--- config.mk ---
export PLATFORM = sky130hd
export DESIGN_NAME = loco_slot_table_manager_core
export DESIGN_NICKNAME = d
export VERILOG_FILES = /design/src/design/lstm_pkg.sv /design/src/design/lstm_front.sv /design/src/design/lstm_back.sv /design/src/design/loco_slot_table_manager_core.sv
export VERILOG_INCLUDE_DIRS = /design/src /design/src/design
export SDC_FILE = /design/constraint.sdc
export NUM_CORES = 1
export LEC_CHECK = 0
export BUFFER_PORTS_ARGS = -buffer_cell sky130_fd_sc_hd__buf_2
export CAP_MARGIN = 20
export CORE_ASPECT_RATIO = 1.5
export CORE_MARGIN = 1.5
export CORE_UTILIZATION = 56
export DETAILED_ROUTE_END_ITERATION = 8
export HOLD_SLACK_MARGIN = 0.05
export PLACE_DENSITY_LB_ADDON = 0.3
export RECOVER_POWER = 50
export SYNTH_ARGS = -nofsm -noshare
export SYNTH_HDL_FRONTEND = slang
export SYNTH_SLANG_ARGS = --single-unit
--- constraint.sdc ---
create_clock -name clk -period 8.41 [get_ports clk]
set_clock_uncertainty 0.05 [all_clocks]
set_input_delay 2.523 -clock clk [delete_from_list [all_inputs] [get_ports clk]]
set_output_delay 2.523 -clock clk [all_outputs]
set_load 0.005 [all_outputs]
--- src/design/loco_slot_table_manager_core_defines.svh ---
// Assertion macros used by the asserting file.
`ifndef LOCO_SLOT_TABLE_MANAGER_CORE_DEFINES_SVH
`define LOCO_SLOT_TABLE_MANAGER_CORE_DEFINES_SVH
`define LSTM_ASSERT_IMP(label, clk, rst, a, c) \
  label: assert property (@(posedge clk) disable iff (rst) (a) |-> (c)) \
    else $error("assertion failed");
`define LSTM_ASSERT_NEXT(label, clk, rst, a, c) \
  label: assert property (@(posedge clk) disable iff (rst) (a) |=> (c)) \
    else $error("assertion failed");
`endif

--- src/design/lstm_pkg.sv ---
`default_nettype none
package lstm_pkg;
  typedef enum logic [3:0] {
    OP_PWR_ON = 4'd0, OP_PWR_OFF = 4'd1, OP_ESTOP = 4'd2, OP_REQ = 4'd3,
    OP_MOVE = 4'd4, OP_STAT = 4'd5, OP_SPEED = 4'd6, OP_DIRF = 4'd7,
    OP_SOUND = 4'd8, OP_PROG = 4'd9, OP_NONE = 4'd15
  } op_t;
  localparam logic [2:0] K_POWER = 3'd0;
  localparam logic [2:0] K_SLOT = 3'd1;
  localparam logic [2:0] K_NOSLOT = 3'd2;
  localparam logic [2:0] K_NOTIMP = 3'd3;
  localparam logic [2:0] K_CVRD = 3'd4;
  localparam logic [2:0] K_CVWR = 3'd5;
  localparam logic [2:0] K_THR = 3'd6;
  localparam logic [2:0] PK_NONE = 3'd7;
  localparam logic [6:0] PROG_SLOT = 7'h7C;
  localparam logic [6:0] STAT_FREE = 7'h03;
  localparam logic [6:0] STAT_IDLE = 7'h13;
  localparam logic [6:0] ACK_OK = 7'h01;
  localparam logic [6:0] ACK_UNSUP = 7'h7F;
  typedef struct packed {
    op_t        op;
    logic [6:0] sn;
    logic       sn_ok;
    logic       move_ok;
    logic [6:0] alo;
    logic [6:0] ahi;
    logic [6:0] val;
    logic [2:0] pkind;
    logic [10:0] cvn;
    logic [7:0] cvv;
  } cmd_t;
endpackage
`default_nettype wire

--- src/design/lstm_front.sv ---
`default_nettype none
module lstm_front #(
  parameter int NUM_SLOTS = 16
) (
  input  wire logic           clk,
  input  wire logic           rst,
  input  wire logic           in_valid,
  output logic                in_ready,
  input  wire logic [3:0]     op,
  input  wire logic [6:0]     slot_num,
  input  wire logic [6:0]     dest_slot,
  input  wire logic [6:0]     addr_lo,
  input  wire logic [6:0]     addr_hi,
  input  wire logic [6:0]     value,
  input  wire logic [6:0]     prog_cmd,
  input  wire logic [6:0]     cv_high,
  input  wire logic [6:0]     cv_low,
  input  wire logic [6:0]     data_low,
  output logic                q_valid,
  input  wire logic           q_ready,
  output lstm_pkg::cmd_t      q_cmd
);
  localparam logic [6:0] NS = 7'(NUM_SLOTS);
  lstm_pkg::cmd_t c;
  lstm_pkg::cmd_t mem [2];
  logic [1:0] wp, rp;
  logic full;
  always_comb begin
    c = '0;
    c.op = lstm_pkg::op_t'(op);
    if (op > 4'd9) c.op = lstm_pkg::OP_NONE;
    c.sn = slot_num;
    c.sn_ok = slot_num < NS;
    c.move_ok = (slot_num == dest_slot) && (slot_num < NS) && (slot_num != 7'd0);
    c.alo = addr_lo;
    c.ahi = addr_hi;
    c.val = value;
    c.pkind = lstm_pkg::PK_NONE;
    if (slot_num == lstm_pkg::PROG_SLOT && prog_cmd != 7'd0) begin
      if (!prog_cmd[5] || (prog_cmd[6] && prog_cmd[2])) c.pkind = lstm_pkg::K_NOTIMP;
      else if (!prog_cmd[2]) c.pkind = prog_cmd[6] ? lstm_pkg::K_CVWR : lstm_pkg::K_CVRD;
    end
    c.cvn = 11'({cv_high[5:4], cv_high[0], cv_low}) + 11'd1;
    c.cvv = {cv_high[1], data_low};
  end
  assign full = (wp[1] != rp[1]) && (wp[0] == rp[0]);
  assign in_ready = !full;
  assign q_valid = wp != rp;
  assign q_cmd = mem[rp[0]];
  always_ff @(posedge clk) begin
    if (in_valid && in_ready) mem[wp[0]] <= c;
    if (rst) begin
      wp <= '0;
      rp <= '0;
    end else begin
      if (in_valid && in_ready) wp <= wp + 2'd1;
      if (q_valid && q_ready) rp <= rp + 2'd1;
    end
  end
endmodule
`default_nettype wire

--- src/design/lstm_back.sv ---
`default_nettype none
module lstm_back #(
  parameter int NUM_SLOTS = 16
) (
  input  wire logic           clk,
  input  wire logic           rst,
  input  wire logic           q_valid,
  output logic                q_ready,
  input  wire lstm_pkg::cmd_t q_cmd,
  output logic                out_valid,
  input  wire logic           out_ready,
  output logic [2:0]          resp_kind,
  output logic [6:0]          slot_index,
  output logic [6:0]          slot_status,
  output logic [13:0]         loco_address,
  output logic [6:0]          speed,
  output logic [6:0]          dir_func,
  output logic [7:0]          function_byte,
  output logic [1:0]          power_state,
  output logic [10:0]         cv_number,
  output logic [7:0]          cv_value,
  output logic [6:0]          ack_code
);
  localparam int SW = $clog2(NUM_SLOTS);
  localparam logic [SW:0] NSL = (SW + 1)'(NUM_SLOTS);
  typedef enum logic [1:0] {S_IDLE, S_SCAN, S_RESP} state_t;
  state_t state;
  logic [6:0] st [NUM_SLOTS];
  logic [6:0] al [NUM_SLOTS];
  logic [6:0] ah [NUM_SLOTS];
  logic [6:0] sp [NUM_SLOTS];
  logic [6:0] df [NUM_SLOTS];
  logic [3:0] snd [NUM_SLOTS];
  logic [1:0] pwr;
  lstm_pkg::cmd_t cur;
  logic [SW:0] idx, freeslot;
  logic [SW-1:0] s, si;
  logic [2:0] rk;
  logic [7:0] fb;
  logic [6:0] ack;
  logic       slotres;
  logic       has_res;
  assign s = cur.sn[SW-1:0];
  assign si = idx[SW-1:0];
  assign q_ready = (state == S_IDLE) && !out_valid;
  always_comb begin
    rk = lstm_pkg::K_POWER;
    fb = 8'h80 | {3'b0, df[s][4:0]};
    ack = '0;
    slotres = 1'b0;
    has_res = 1'b0;
    unique case (cur.op)
      lstm_pkg::OP_PWR_ON, lstm_pkg::OP_PWR_OFF, lstm_pkg::OP_ESTOP: has_res = 1'b1;
      lstm_pkg::OP_REQ: begin
        has_res = 1'b1;
        rk = (idx == NSL) ? lstm_pkg::K_NOSLOT : lstm_pkg::K_SLOT;
        slotres = idx != NSL;
      end
      lstm_pkg::OP_MOVE: begin
        has_res = 1'b1;
        rk = lstm_pkg::K_NOSLOT;
        if (cur.move_ok) begin
          rk = lstm_pkg::K_THR;
          slotres = 1'b1;
        end
      end
      lstm_pkg::OP_SPEED, lstm_pkg::OP_DIRF, lstm_pkg::OP_SOUND: if (cur.sn_ok) begin
        has_res = 1'b1;
        rk = lstm_pkg::K_THR;
        slotres = 1'b1;
        if (cur.op == lstm_pkg::OP_DIRF) fb = 8'h80 | {3'b0, cur.val[4:0]};
        if (cur.op == lstm_pkg::OP_SOUND) fb = 8'hB0 | {4'b0, cur.val[3:0]};
      end
      lstm_pkg::OP_PROG: if (cur.pkind != lstm_pkg::PK_NONE) begin
        has_res = 1'b1;
        rk = cur.pkind;
        if (cur.pkind == lstm_pkg::K_NOTIMP) ack = lstm_pkg::ACK_UNSUP;
        else ack = lstm_pkg::ACK_OK;
      end
      default: ;
    endcase
  end
  always_ff @(posedge clk) begin
    if (rst) begin
      state <= S_IDLE;
      out_valid <= 1'b0;
      pwr <= 2'd1;
      for (int i = 0; i < NUM_SLOTS; i++) begin
        st[i] <= lstm_pkg::STAT_FREE;
        al[i] <= '0; ah[i] <= '0; sp[i] <= '0; df[i] <= '0; snd[i] <= '0;
      end
    end else begin
      if (out_valid && out_ready) out_valid <= 1'b0;
      unique case (state)
        S_IDLE: if (q_valid && q_ready) begin
          cur <= q_cmd;
          idx <= (SW + 1)'(1);
          freeslot <= NSL;
          state <= (q_cmd.op == lstm_pkg::OP_REQ) ? S_SCAN : S_RESP;
          unique case (q_cmd.op)
            lstm_pkg::OP_PWR_ON: pwr <= 2'd1;
            lstm_pkg::OP_PWR_OFF: pwr <= 2'd0;
            lstm_pkg::OP_ESTOP: pwr <= 2'd2;
            default: ;
          endcase
        end
        S_SCAN: begin
          if (idx == NSL) begin
            if (freeslot == NSL) idx <= NSL;
            else begin
              idx <= freeslot;
              st[freeslot[SW-1:0]] <= lstm_pkg::STAT_IDLE;
              al[freeslot[SW-1:0]] <= cur.alo;
              ah[freeslot[SW-1:0]] <= cur.ahi;
              sp[freeslot[SW-1:0]] <= '0;
              df[freeslot[SW-1:0]] <= 7'h10;
              snd[freeslot[SW-1:0]] <= '0;
            end
            state <= S_RESP;
          end else if (st[si][5:4] == 2'b00) begin
            if (freeslot == NSL) freeslot <= idx;
            idx <= idx + (SW + 1)'(1);
          end else if (al[si] == cur.alo && ah[si] == cur.ahi) begin
            state <= S_RESP;
          end else idx <= idx + (SW + 1)'(1);
        end
        S_RESP: begin
          state <= S_IDLE;
          out_valid <= has_res;
          if (cur.op == lstm_pkg::OP_MOVE && cur.move_ok) st[s] <= st[s] | 7'h30;
          if (cur.sn_ok) begin
            if (cur.op == lstm_pkg::OP_STAT) st[s] <= cur.val;
            if (cur.op == lstm_pkg::OP_SPEED) sp[s] <= cur.val;
            if (cur.op == lstm_pkg::OP_DIRF) df[s] <= cur.val;
            if (cur.op == lstm_pkg::OP_SOUND) snd[s] <= cur.val[3:0];
          end
          resp_kind <= rk;
          power_state <= pwr;
          ack_code <= ack;
          cv_number <= (rk == lstm_pkg::K_CVRD || rk == lstm_pkg::K_CVWR) ? cur.cvn : '0;
          cv_value <= (rk == lstm_pkg::K_CVRD || rk == lstm_pkg::K_CVWR) ? cur.cvv : '0;
          slot_index <= '0; slot_status <= '0; loco_address <= '0;
          speed <= '0; dir_func <= '0; function_byte <= '0;
          if (slotres && cur.op == lstm_pkg::OP_REQ) begin
            slot_index <= 7'(idx);
            slot_status <= st[si];
            loco_address <= {ah[si], al[si]};
            speed <= sp[si];
            dir_func <= df[si];
          end else if (slotres) begin
            slot_index <= cur.sn;
            slot_status <= (cur.op == lstm_pkg::OP_MOVE) ? (st[s] | 7'h30) : st[s];
            loco_address <= {ah[s], al[s]};
            speed <= (cur.op == lstm_pkg::OP_SPEED) ? cur.val : sp[s];
            dir_func <= (cur.op == lstm_pkg::OP_DIRF) ? cur.val : df[s];
            function_byte <= fb;
          end
        end
        default: state <= S_IDLE;
      endcase
    end
  end
endmodule
`default_nettype wire

--- src/design/loco_slot_table_manager_core.sv ---
// Locomotive slot table manager.
// Input channel in_valid/in_ready carries one decoded bus command per transfer;
// output channel out_valid/out_ready carries zero or one response per command.
// A two-entry queue separates the command decoder from the slot engine.
// Most commands pass from the queue through the engine's idle and response
// states, and the response is registered in the response state.
// A loco request walks slots 1..NUM_SLOTS-1, one per cycle, plus a final
// step to claim a free slot, stopping early on a matching address; that
// scan sets the worst-case rate. Otherwise the engine takes a new command
// only once the last has left its response state and its response is taken.
// Commands without a response (status, throttle commands on an out-of-range
// slot, ignored program tasks, unknown codes) give none; status updates the table.
// When the receiver stalls, the response is held and the engine waits;
// the queue keeps taking up to two commands meanwhile.
// Reset marks every slot free in 128-step mode with zero data and turns
// track power on.
`default_nettype none
`include "loco_slot_table_manager_core_defines.svh"
module loco_slot_table_manager_core #(
  parameter int NUM_SLOTS = 16
) (
  input  wire logic        clk,
  input  wire logic        rst,
  input  wire logic        in_valid,
  output logic             in_ready,
  input  wire logic [3:0]  op,
  input  wire logic [6:0]  slot_num,
  input  wire logic [6:0]  dest_slot,
  input  wire logic [6:0]  addr_lo,
  input  wire logic [6:0]  addr_hi,
  input  wire logic [6:0]  value,
  input  wire logic [6:0]  prog_cmd,
  input  wire logic [6:0]  cv_high,
  input  wire logic [6:0]  cv_low,
  input  wire logic [6:0]  data_low,
  output logic             out_valid,
  input  wire logic        out_ready,
  output logic [2:0]       resp_kind,
  output logic [6:0]       slot_index,
  output logic [6:0]       slot_status,
  output logic [13:0]      loco_address,
  output logic [6:0]       speed,
  output logic [6:0]       dir_func,
  output logic [7:0]       function_byte,
  output logic [1:0]       power_state,
  output logic [10:0]      cv_number,
  output logic [7:0]       cv_value,
  output logic [6:0]       ack_code
);
  logic q_valid, q_ready;
  lstm_pkg::cmd_t q_cmd;
  lstm_front #(.NUM_SLOTS(NUM_SLOTS)) u_front (
    .clk, .rst, .in_valid, .in_ready, .op, .slot_num, .dest_slot, .addr_lo,
    .addr_hi, .value, .prog_cmd, .cv_high, .cv_low, .data_low,
    .q_valid, .q_ready, .q_cmd
  );
  lstm_back #(.NUM_SLOTS(NUM_SLOTS)) u_back (
    .clk, .rst, .q_valid, .q_ready, .q_cmd, .out_valid, .out_ready,
    .resp_kind, .slot_index, .slot_status, .loco_address, .speed, .dir_func,
    .function_byte, .power_state, .cv_number, .cv_value, .ack_code
  );
  `LSTM_ASSERT_IMP(a_no_take_while_out, clk, rst, out_valid, !q_ready)
  `LSTM_ASSERT_IMP(a_power_range, clk, rst, out_valid, power_state != 2'd3)
  `LSTM_ASSERT_NEXT(a_hold, clk, rst, out_valid && !out_ready, out_valid && $stable(resp_kind))
endmodule
`default_nettype wire

# --- After elaboration in Yosys (flattened, before gate mapping) ---
# Memory sizes are Yosys's and may differ from the RTL's. A register that Yosys moved wholly into a read port is not among the register bits.
# Index checks and enable logic that the tools add are counted.
word_totals:
  ram_bits: 672
  input_bits: 71
  elab_cells: 247
  regBits: 156
  output_inout_bits: 83
  memories: 6
memory_table:
  columns: ["memory", "words", "word_bits", "read_ports", "rd_ports_with_merged_regs", "wr", "line_no", "source"]
  rows:
  - ["u_back.ah", 16, 7, 2, 2, 16, "lstm_back.sv:30", "logic [6:0] ah [NUM_SLOTS];"]
  - ["u_back.al", 16, 7, 2, 2, 16, "lstm_back.sv:29", "logic [6:0] al [NUM_SLOTS];"]
  - ["u_back.df", 16, 7, 2, 2, 16, "lstm_back.sv:32", "logic [6:0] df [NUM_SLOTS];"]
  - ["u_back.sp", 16, 7, 2, 2, 16, "lstm_back.sv:31", "logic [6:0] sp [NUM_SLOTS];"]
  - ["u_back.st", 16, 7, 2, 2, 16, "lstm_back.sv:28", "logic [6:0] st [NUM_SLOTS];"]
  - ["u_front.mem", 2, 56, 1, 1, 1, "lstm_front.sv:25", "lstm_pkg::cmd_t mem [2];"]
classes:
  n_mux: 118
  addsub: 4
  reduce_logical: 46
  n_bitwise: 5
  order_cmp: 2
  n_eq_ne: 35
ops:
  columns: ["operator", "count"]
  rows:
  - ["$mux 7", 18]
  - ["$mux 4", 19]
  - ["$mux 5", 12]
  - ["$reduce_or 7->1", 8]
  - ["$mux 1", 44]
  - ["$mux 14", 2]
  - ["$eq 7x7->1", 3]
  - ["$pmux 5 s2", 2]
  - ["$mux 3", 6]
  - ["$eq 4x2->1 const B", 4]
  - ["$eq 4x3->1 const B", 4]
  - ["$mux 8", 2]
  - ["$reduce_bool 7->1", 2]
  - ["$logic_and 1x1->1", 12]
  - ["$mux 2", 6]
  - ["$mux 6", 2]
  - ["$pmux 3 s4", 1]
  - ["$add 10x1->11 const B", 1]
  - ["$eq 5x5->1 const B", 2]
  - ["$reduce_or 5->1", 2]
  - ["$reduce_and 3->1", 3]
  - ["$eq 4x1->1 const B", 2]
  - ["$eq 4x4->1 const B", 2]
  - ["$logic_not 4->1", 2]
  - ["35 further kinds", 49]

# --- Depth between registers and ports, before layout ---
logic_depth:
  depth_word: 9
  mapped_depth: 11
  ltp_nobuf: 9

# --- Hierarchy ---
# Synthesis repeated with hierarchy kept, for this count alone.
unflattened:
  hier_cells: 2604
  area_unflattened_um2: 40294.9
by_module_without_submodules:
  columns: ["module", "area_per_inst_um2", "n_inst", "seq_area_each_um2", "cells_per_inst"]
  rows:
  - ["lstm_back", 35650.4, 1, 21310.4, 2350]
  - ["lstm_front", 4644.5, 1, 3463.3, 254]

# --- Worst setup path before layout ---
# Ideal clock, no wire load.
synth_path:
  kind: "input-to-reg"
  startpoint: "in rst"
  endpoint: "mem u_back.st[3][0] (enable)"
  required_time_ns: 8.032
  setup_time_ns: 0.328
  arrival_time_ns: 7.898
  path_buffers: 2
  path_slack_ns: 0.134
  path_stages: 9
  path_cell_list: "clkbuf_1 nor2_1 nand2_1 nor3_1 nor2_1 o21ai_1 clkbuf_1 nand2_1 nand2b_1"
synth_lines:
  columns: ["item", "line_no", "source"]
  rows:
  - ["from (decl)", "loco_slot_table_manager_core.sv:23", "input wire logic rst,"]
  - ["to (decl)", "lstm_back.sv:28", null]

==> report_table.html <==
<table>
<tr><th>Metric</th><th>Value</th></tr>
<tr><th colspan="2">STA</th></tr>
<tr><td>Part of the cycle the worst path needs</td><td>between 70% and 80%</td></tr>
<tr><td>Setup TNS</td><td>0 ns</td></tr>
<tr><td>Post-layout worst setup margin</td><td>~1.7 ns</td></tr>
<tr><td>Clock period minus worst slack</td><td>6.67 ns</td></tr>
<tr><td>Number of endpoints failing setup at the final stage</td><td>0</td></tr>
<tr><td>Hold violation count in the final report</td><td>0</td></tr>
<tr><td>Max frequency</td><td>~0.15 GHz</td></tr>
<tr><td>Transition time of the tightest slew-check pin</td><td>between 3 and 4 ns</td></tr>
<tr><td>Setup repair after global routing missed its margin</td><td>false</td></tr>
<tr><td>Relative slew slack</td><td>-140%</td></tr>
<tr><td>Final number of max-transition violations</td><td>484</td></tr>
<tr><th colspan="2">Detailed routing</th></tr>
<tr><td>DRC errors left</td><td>0</td></tr>
<tr><td>Post-detailed-routing wire length</td><td>approximately 110000 µm</td></tr>
<tr><td>Post-DRT Antenna Nets</td><td>0</td></tr>
<tr><td>Drt wl/cell</td><td>approximately 29 µm</td></tr>
<tr><td>Violation count after the first detailed-route iteration</td><td>~2500</td></tr>
<tr><td>First-pass DRT Iterations</td><td>6</td></tr>
<tr><td>Ratio of routed vias to standard cells</td><td>about 6.6</td></tr>
<tr><td>Vias post-DR</td><td>~24000</td></tr>
<tr><th colspan="2">Yosys</th></tr>
<tr><td>Number of warnings issued by yosys</td><td>0</td></tr>
<tr><td>Prevailing post-synth register cell</td><td>edfxtp_1</td></tr>
<tr><td>Count of mapped cells out of synthesis</td><td>approximately 2600</td></tr>
<tr><td>Proportion of synthesized flip-flops having asynchronous set or reset</td><td>0%</td></tr>
<tr><td>Synthesized Nets</td><td>2643</td></tr>
<tr><td>Fraction of the yosys area taken by sequential cells</td><td>61.6%</td></tr>
<tr><td>Largest area contributor in the netlist</td><td>edfxtp_1</td></tr>
<tr><td>Netlist area before placement</td><td>a little over 40000 µm²</td></tr>
<tr><td>Number of enable-type register cells in the synthesized netlist</td><td>a little over 800</td></tr>
<tr><td>Largest cells by area after synthesis</td><td>edfxtp_1 61%, mux4_2 18%, and2_1 3.9%</td></tr>
<tr><td>Mean post-synth cell area</td><td>around 16 µm²</td></tr>
<tr><td>Synth top area share</td><td>between 60% and 70%</td></tr>
<tr><td>Number of library cell types mapped by synthesis</td><td>65</td></tr>
<tr><td>Register bit total from synthesis</td><td>~830</td></tr>
<tr><th colspan="2">Clocking</th></tr>
<tr><td>Root cell of the clock tree</td><td>clkbuf_16</td></tr>
<tr><td>CTS tree</td><td>done</td></tr>
<tr><td>Number of hold buffers added after cts</td><td>0</td></tr>
<tr><td>Post-CTS setup buffers</td><td>0</td></tr>
<tr><td># resized after CTS</td><td>0</td></tr>
<tr><td>CTS buffer count</td><td>slightly below 80</td></tr>
<tr><td>H-tree depth</td><td>3</td></tr>
<tr><td>Clk slew on worst S/H paths</td><td>0.06 ns</td></tr>
<tr><td>Max Buffers Root-to-Sink</td><td>3</td></tr>
<tr><td>Clock latency at the later pin of the worst-skew pair</td><td>0.65 ns</td></tr>
<tr><td>Count of clock tree sinks</td><td>roughly 830</td></tr>
<tr><th colspan="2">Hold path</th></tr>
<tr><td>Hold crit path type</td><td>reg -&gt; reg</td></tr>
<tr><td>Worst min-delay path endpoint</td><td>u_back.power_state[1]</td></tr>
<tr><td>Hold Startpoint</td><td>u_back.pwr[1]</td></tr>
<tr><td>Worst Hold Path Cells</td><td>0</td></tr>
<tr><th colspan="2">Die</th></tr>
<tr><td>Area of the core</td><td>71200 µm²</td></tr>
<tr><td>Std cell rows</td><td>between 100 and 150</td></tr>
<tr><td>Die area</td><td>roughly 73000 µm²</td></tr>
<tr><td>Vertical die dimension</td><td>331 µm</td></tr>
<tr><td>Ports</td><td>154</td></tr>
<tr><td>Die boundary width</td><td>~220 µm</td></tr>
<tr><td>Initial Utilization</td><td>between 50% and 60%</td></tr>
<tr><th colspan="2">Power</th></tr>
<tr><td>Static leakage</td><td>~14 nW</td></tr>
<tr><td>Power per unit of standard cell area</td><td>about 290 nW/µm²</td></tr>
<tr><td>Worst vdd ir</td><td>around 0.20 mV</td></tr>
<tr><th colspan="2">Critical path</th></tr>
<tr><td>FF-to-FF End</td><td>u_back.st[5][1]</td></tr>
<tr><td>Kind of start point of the critical path</td><td>primary input</td></tr>
<tr><td>Crit path cell chain</td><td>buf_2 -&gt; clkbuf_1 -&gt; nor2b_4 -&gt; clkbuf_1 -&gt; mux2_2</td></tr>
<tr><td>Critical path's slowest cell</td><td>clkbuf_1</td></tr>
<tr><td>Setup slack of the most critical reg-to-reg path</td><td>around 2.0 ns</td></tr>
<tr><td>Count of cell instances traversed by the critical path</td><td>5</td></tr>
<tr><td>Top cell by count, worst path</td><td>clkbuf_1</td></tr>
<tr><td>Reg2reg path depth</td><td>6</td></tr>
<tr><td>First element of the critical path</td><td>rst</td></tr>
<tr><td>Setup CP Type</td><td>in -&gt; reg</td></tr>
<tr><td>Crit path arrival time</td><td>between 7 and 8 ns</td></tr>
<tr><td>Combined buffer and inverter count along the critical path</td><td>3</td></tr>
<tr><td>Worst path top cell family by delay</td><td>buffers and inverters</td></tr>
<tr><td>Capturing element type of the critical path</td><td>flop</td></tr>
<tr><td>Peak per-stage delay on the critical path</td><td>2.54 ns</td></tr>
<tr><td>Data required time at the worst endpoint</td><td>8.88 ns</td></tr>
<tr><td>Critical path fanouts, max</td><td>60</td></tr>
<tr><th colspan="2">Place</th></tr>
<tr><td>Count of buffers from port buffering</td><td>149</td></tr>
<tr><td>Placed wire-length estimate after detailed placement</td><td>70100 µm</td></tr>
<tr><td>Routability congestion estimate</td><td>a little over 0.9</td></tr>
<tr><td>Setup WS pre-CTS</td><td>about 2.2 ns</td></tr>
<tr><th colspan="2">Layout</th></tr>
<tr><td>Post-synthesis to final-layout area growth</td><td>9.36%</td></tr>
<tr><td>Ratio of cells with drive above 1 in the final layout</td><td>~24%</td></tr>
<tr><td>Count of nets after finishing</td><td>2739</td></tr>
<tr><th colspan="2">Global route</th></tr>
<tr><td>Number of antenna violations at the first check in global routing</td><td>4</td></tr>
<tr><td>Vias in the first global route</td><td>roughly 25000</td></tr>
<tr><td>Total GRT Usage</td><td>29.1%</td></tr>
<tr><td>Wire length of the first global-routing pass</td><td>around 160000 µm</td></tr>
<tr><td>Total global routing overflow</td><td>0</td></tr>
<tr><td>Pin count of the biggest net entering global routing</td><td>99</td></tr>
<tr><th colspan="2">Run</th></tr>
<tr><td>Max_cap viols</td><td>10</td></tr>
<tr><th colspan="2">Run status</th></tr>
<tr><td>Run status</td><td>finished, violations left</td></tr>
<tr><td>Violated checks</td><td>max-capacitance violations, max-slew violations</td></tr>
</table>
-- cell usage in the layout, fill, tap and decap left out, types with 7 or more instances in the layout --
| cell | count |
|---|---|
| clkbuf_16 | 77 |
| o21ai_1 | 7 |
| or2_2 | 18 |
| nand3_1 | 50 |
| bufinv_16 | 7 |
| mux2_1 | 10 |
| and2_1 | 110 |
| clkinv_1 | 12 |
| buf_2 | 82 |
| inv_1 | 7 |
| xnor2_1 | 24 |
| a21oi_1 | 16 |
| mux4_2 | 330 |
| clkinv_2 | 11 |
| xor2_1 | 14 |
| nand2_1 | 131 |
| nand2b_1 | 65 |
| mux2i_1 | 47 |
| o21ai_0 | 50 |
| a22o_1 | 14 |
| nor3_1 | 23 |
| nor2_1 | 352 |
| buf_4 | 27 |
| clkbuf_1 | 115 |
| and2_0 | 140 |
| dfxtp_1 | 11 |
| mux2_2 | 59 |
| edfxtp_1 | 813 |
-- state kept, by name (all words and copies together), names as in the netlist, 7 cells and up, named ones only --
register / cells
u_back.cur: 56
u_front.mem: 112
u_back.slot_status: 7
u_back.st: 112
u_back.speed: 7
u_back.sp: 112
u_back.function_byte: 7
u_back.cv_number: 11
u_back.cv_value: 8
u_back.al: 112
u_back.slot_index: 7
u_back.df: 112
u_back.loco_address: 14
u_back.dir_func: 7
u_back.ah: 112
-- synth_stat cells, types with 14 or more instances --
| library cell | count |
|---|---|
| nand2_1 | 131 |
| buf_4 | 18 |
| or2_2 | 18 |
| mux2_2 | 68 |
| edfxtp_1 | 813 |
| nor3_1 | 23 |
| clkbuf_1 | 116 |
| and2_1 | 250 |
| dfxtp_1 | 18 |
| xor2_1 | 14 |
| mux2i_1 | 47 |
| buf_2 | 34 |
| o21ai_1 | 22 |
| a22o_1 | 14 |
| nand2b_1 | 65 |
| nor2_1 | 357 |
| mux4_2 | 330 |
| xnor2_1 | 24 |
| o21ai_0 | 35 |
| a21oi_1 | 17 |
| nand3_1 | 50 |
-- report_power, final --
part	switching (mW)	internal, mW	total [mW]
logic	1.78	1.84	3.62
registers	0.657	5.07	5.73
clock network	1.56	1.92	3.49
-- kinds of logic after synthesis --
family,share of synthesized area [%]
simple gates,11.2
other cells,0.00932
compound gates,1.87
mux,22.1
buf+inv,2.29
xor+xnor,0.827
fa+ha+maj,0.0933
flops,61.6
-- routing by layer --
layer  GRT usage (%)  routed length [µm]  up-vias
li1                -                   -    10072
met1            32.0               33700    12075
met2            52.9               57500     1394
met3            4.92                8320      351
met4            17.0                6500        0
met5               0                   0        -
-- worst max path at each step --
stage | endpoint | slack (ns)
final | flop | 1.74
after global routing | flop | 1.45
after CTS | u_back.st[1][6] | 2.89
after detailed placement | u_back.st[1][6] | 2.25
after global placement | u_back.st[0][3] | 2.31
after floorplan | u_back.st[3][0] | 0.13
-- final cells by class --
cell class | count | area [µm²]
fill | 5254 | 27200
sequential | 831 | 24800
multi-input combinational | 1542 | 14500
clock buffer | 98 | 2010
tap | 915 | 1140
timing repair buffer | 206 | 1000
clock inverter | 42 | 453
inverter | 7 | 26.3
antenna | 4 | 10.0
-- metrics by stage --
| stage | hold WS (ns) | util (%) | cell area (µm²) | total power [mW] | instances |
|---|---|---|---|---|---|
| floorplan | 0.352 | - | 40200 | 8.28 | 2569 |
| global placement | 0.373 | 58.6 | 41700 | 9.23 | 3495 |
| detailed placement | 0.383 | 58.6 | 41700 | 9.34 | 3495 |
| CTS | 0.403 | 62.0 | 44200 | 12.8 | 3635 |
| global route | 0.417 | 61.8 | 44000 | 13.3 | 3644 |
| finish | 0.403 | 61.8 | 44000 | 12.8 | 3645 |
No activity file was read; power rests on OpenSTA's default activity.
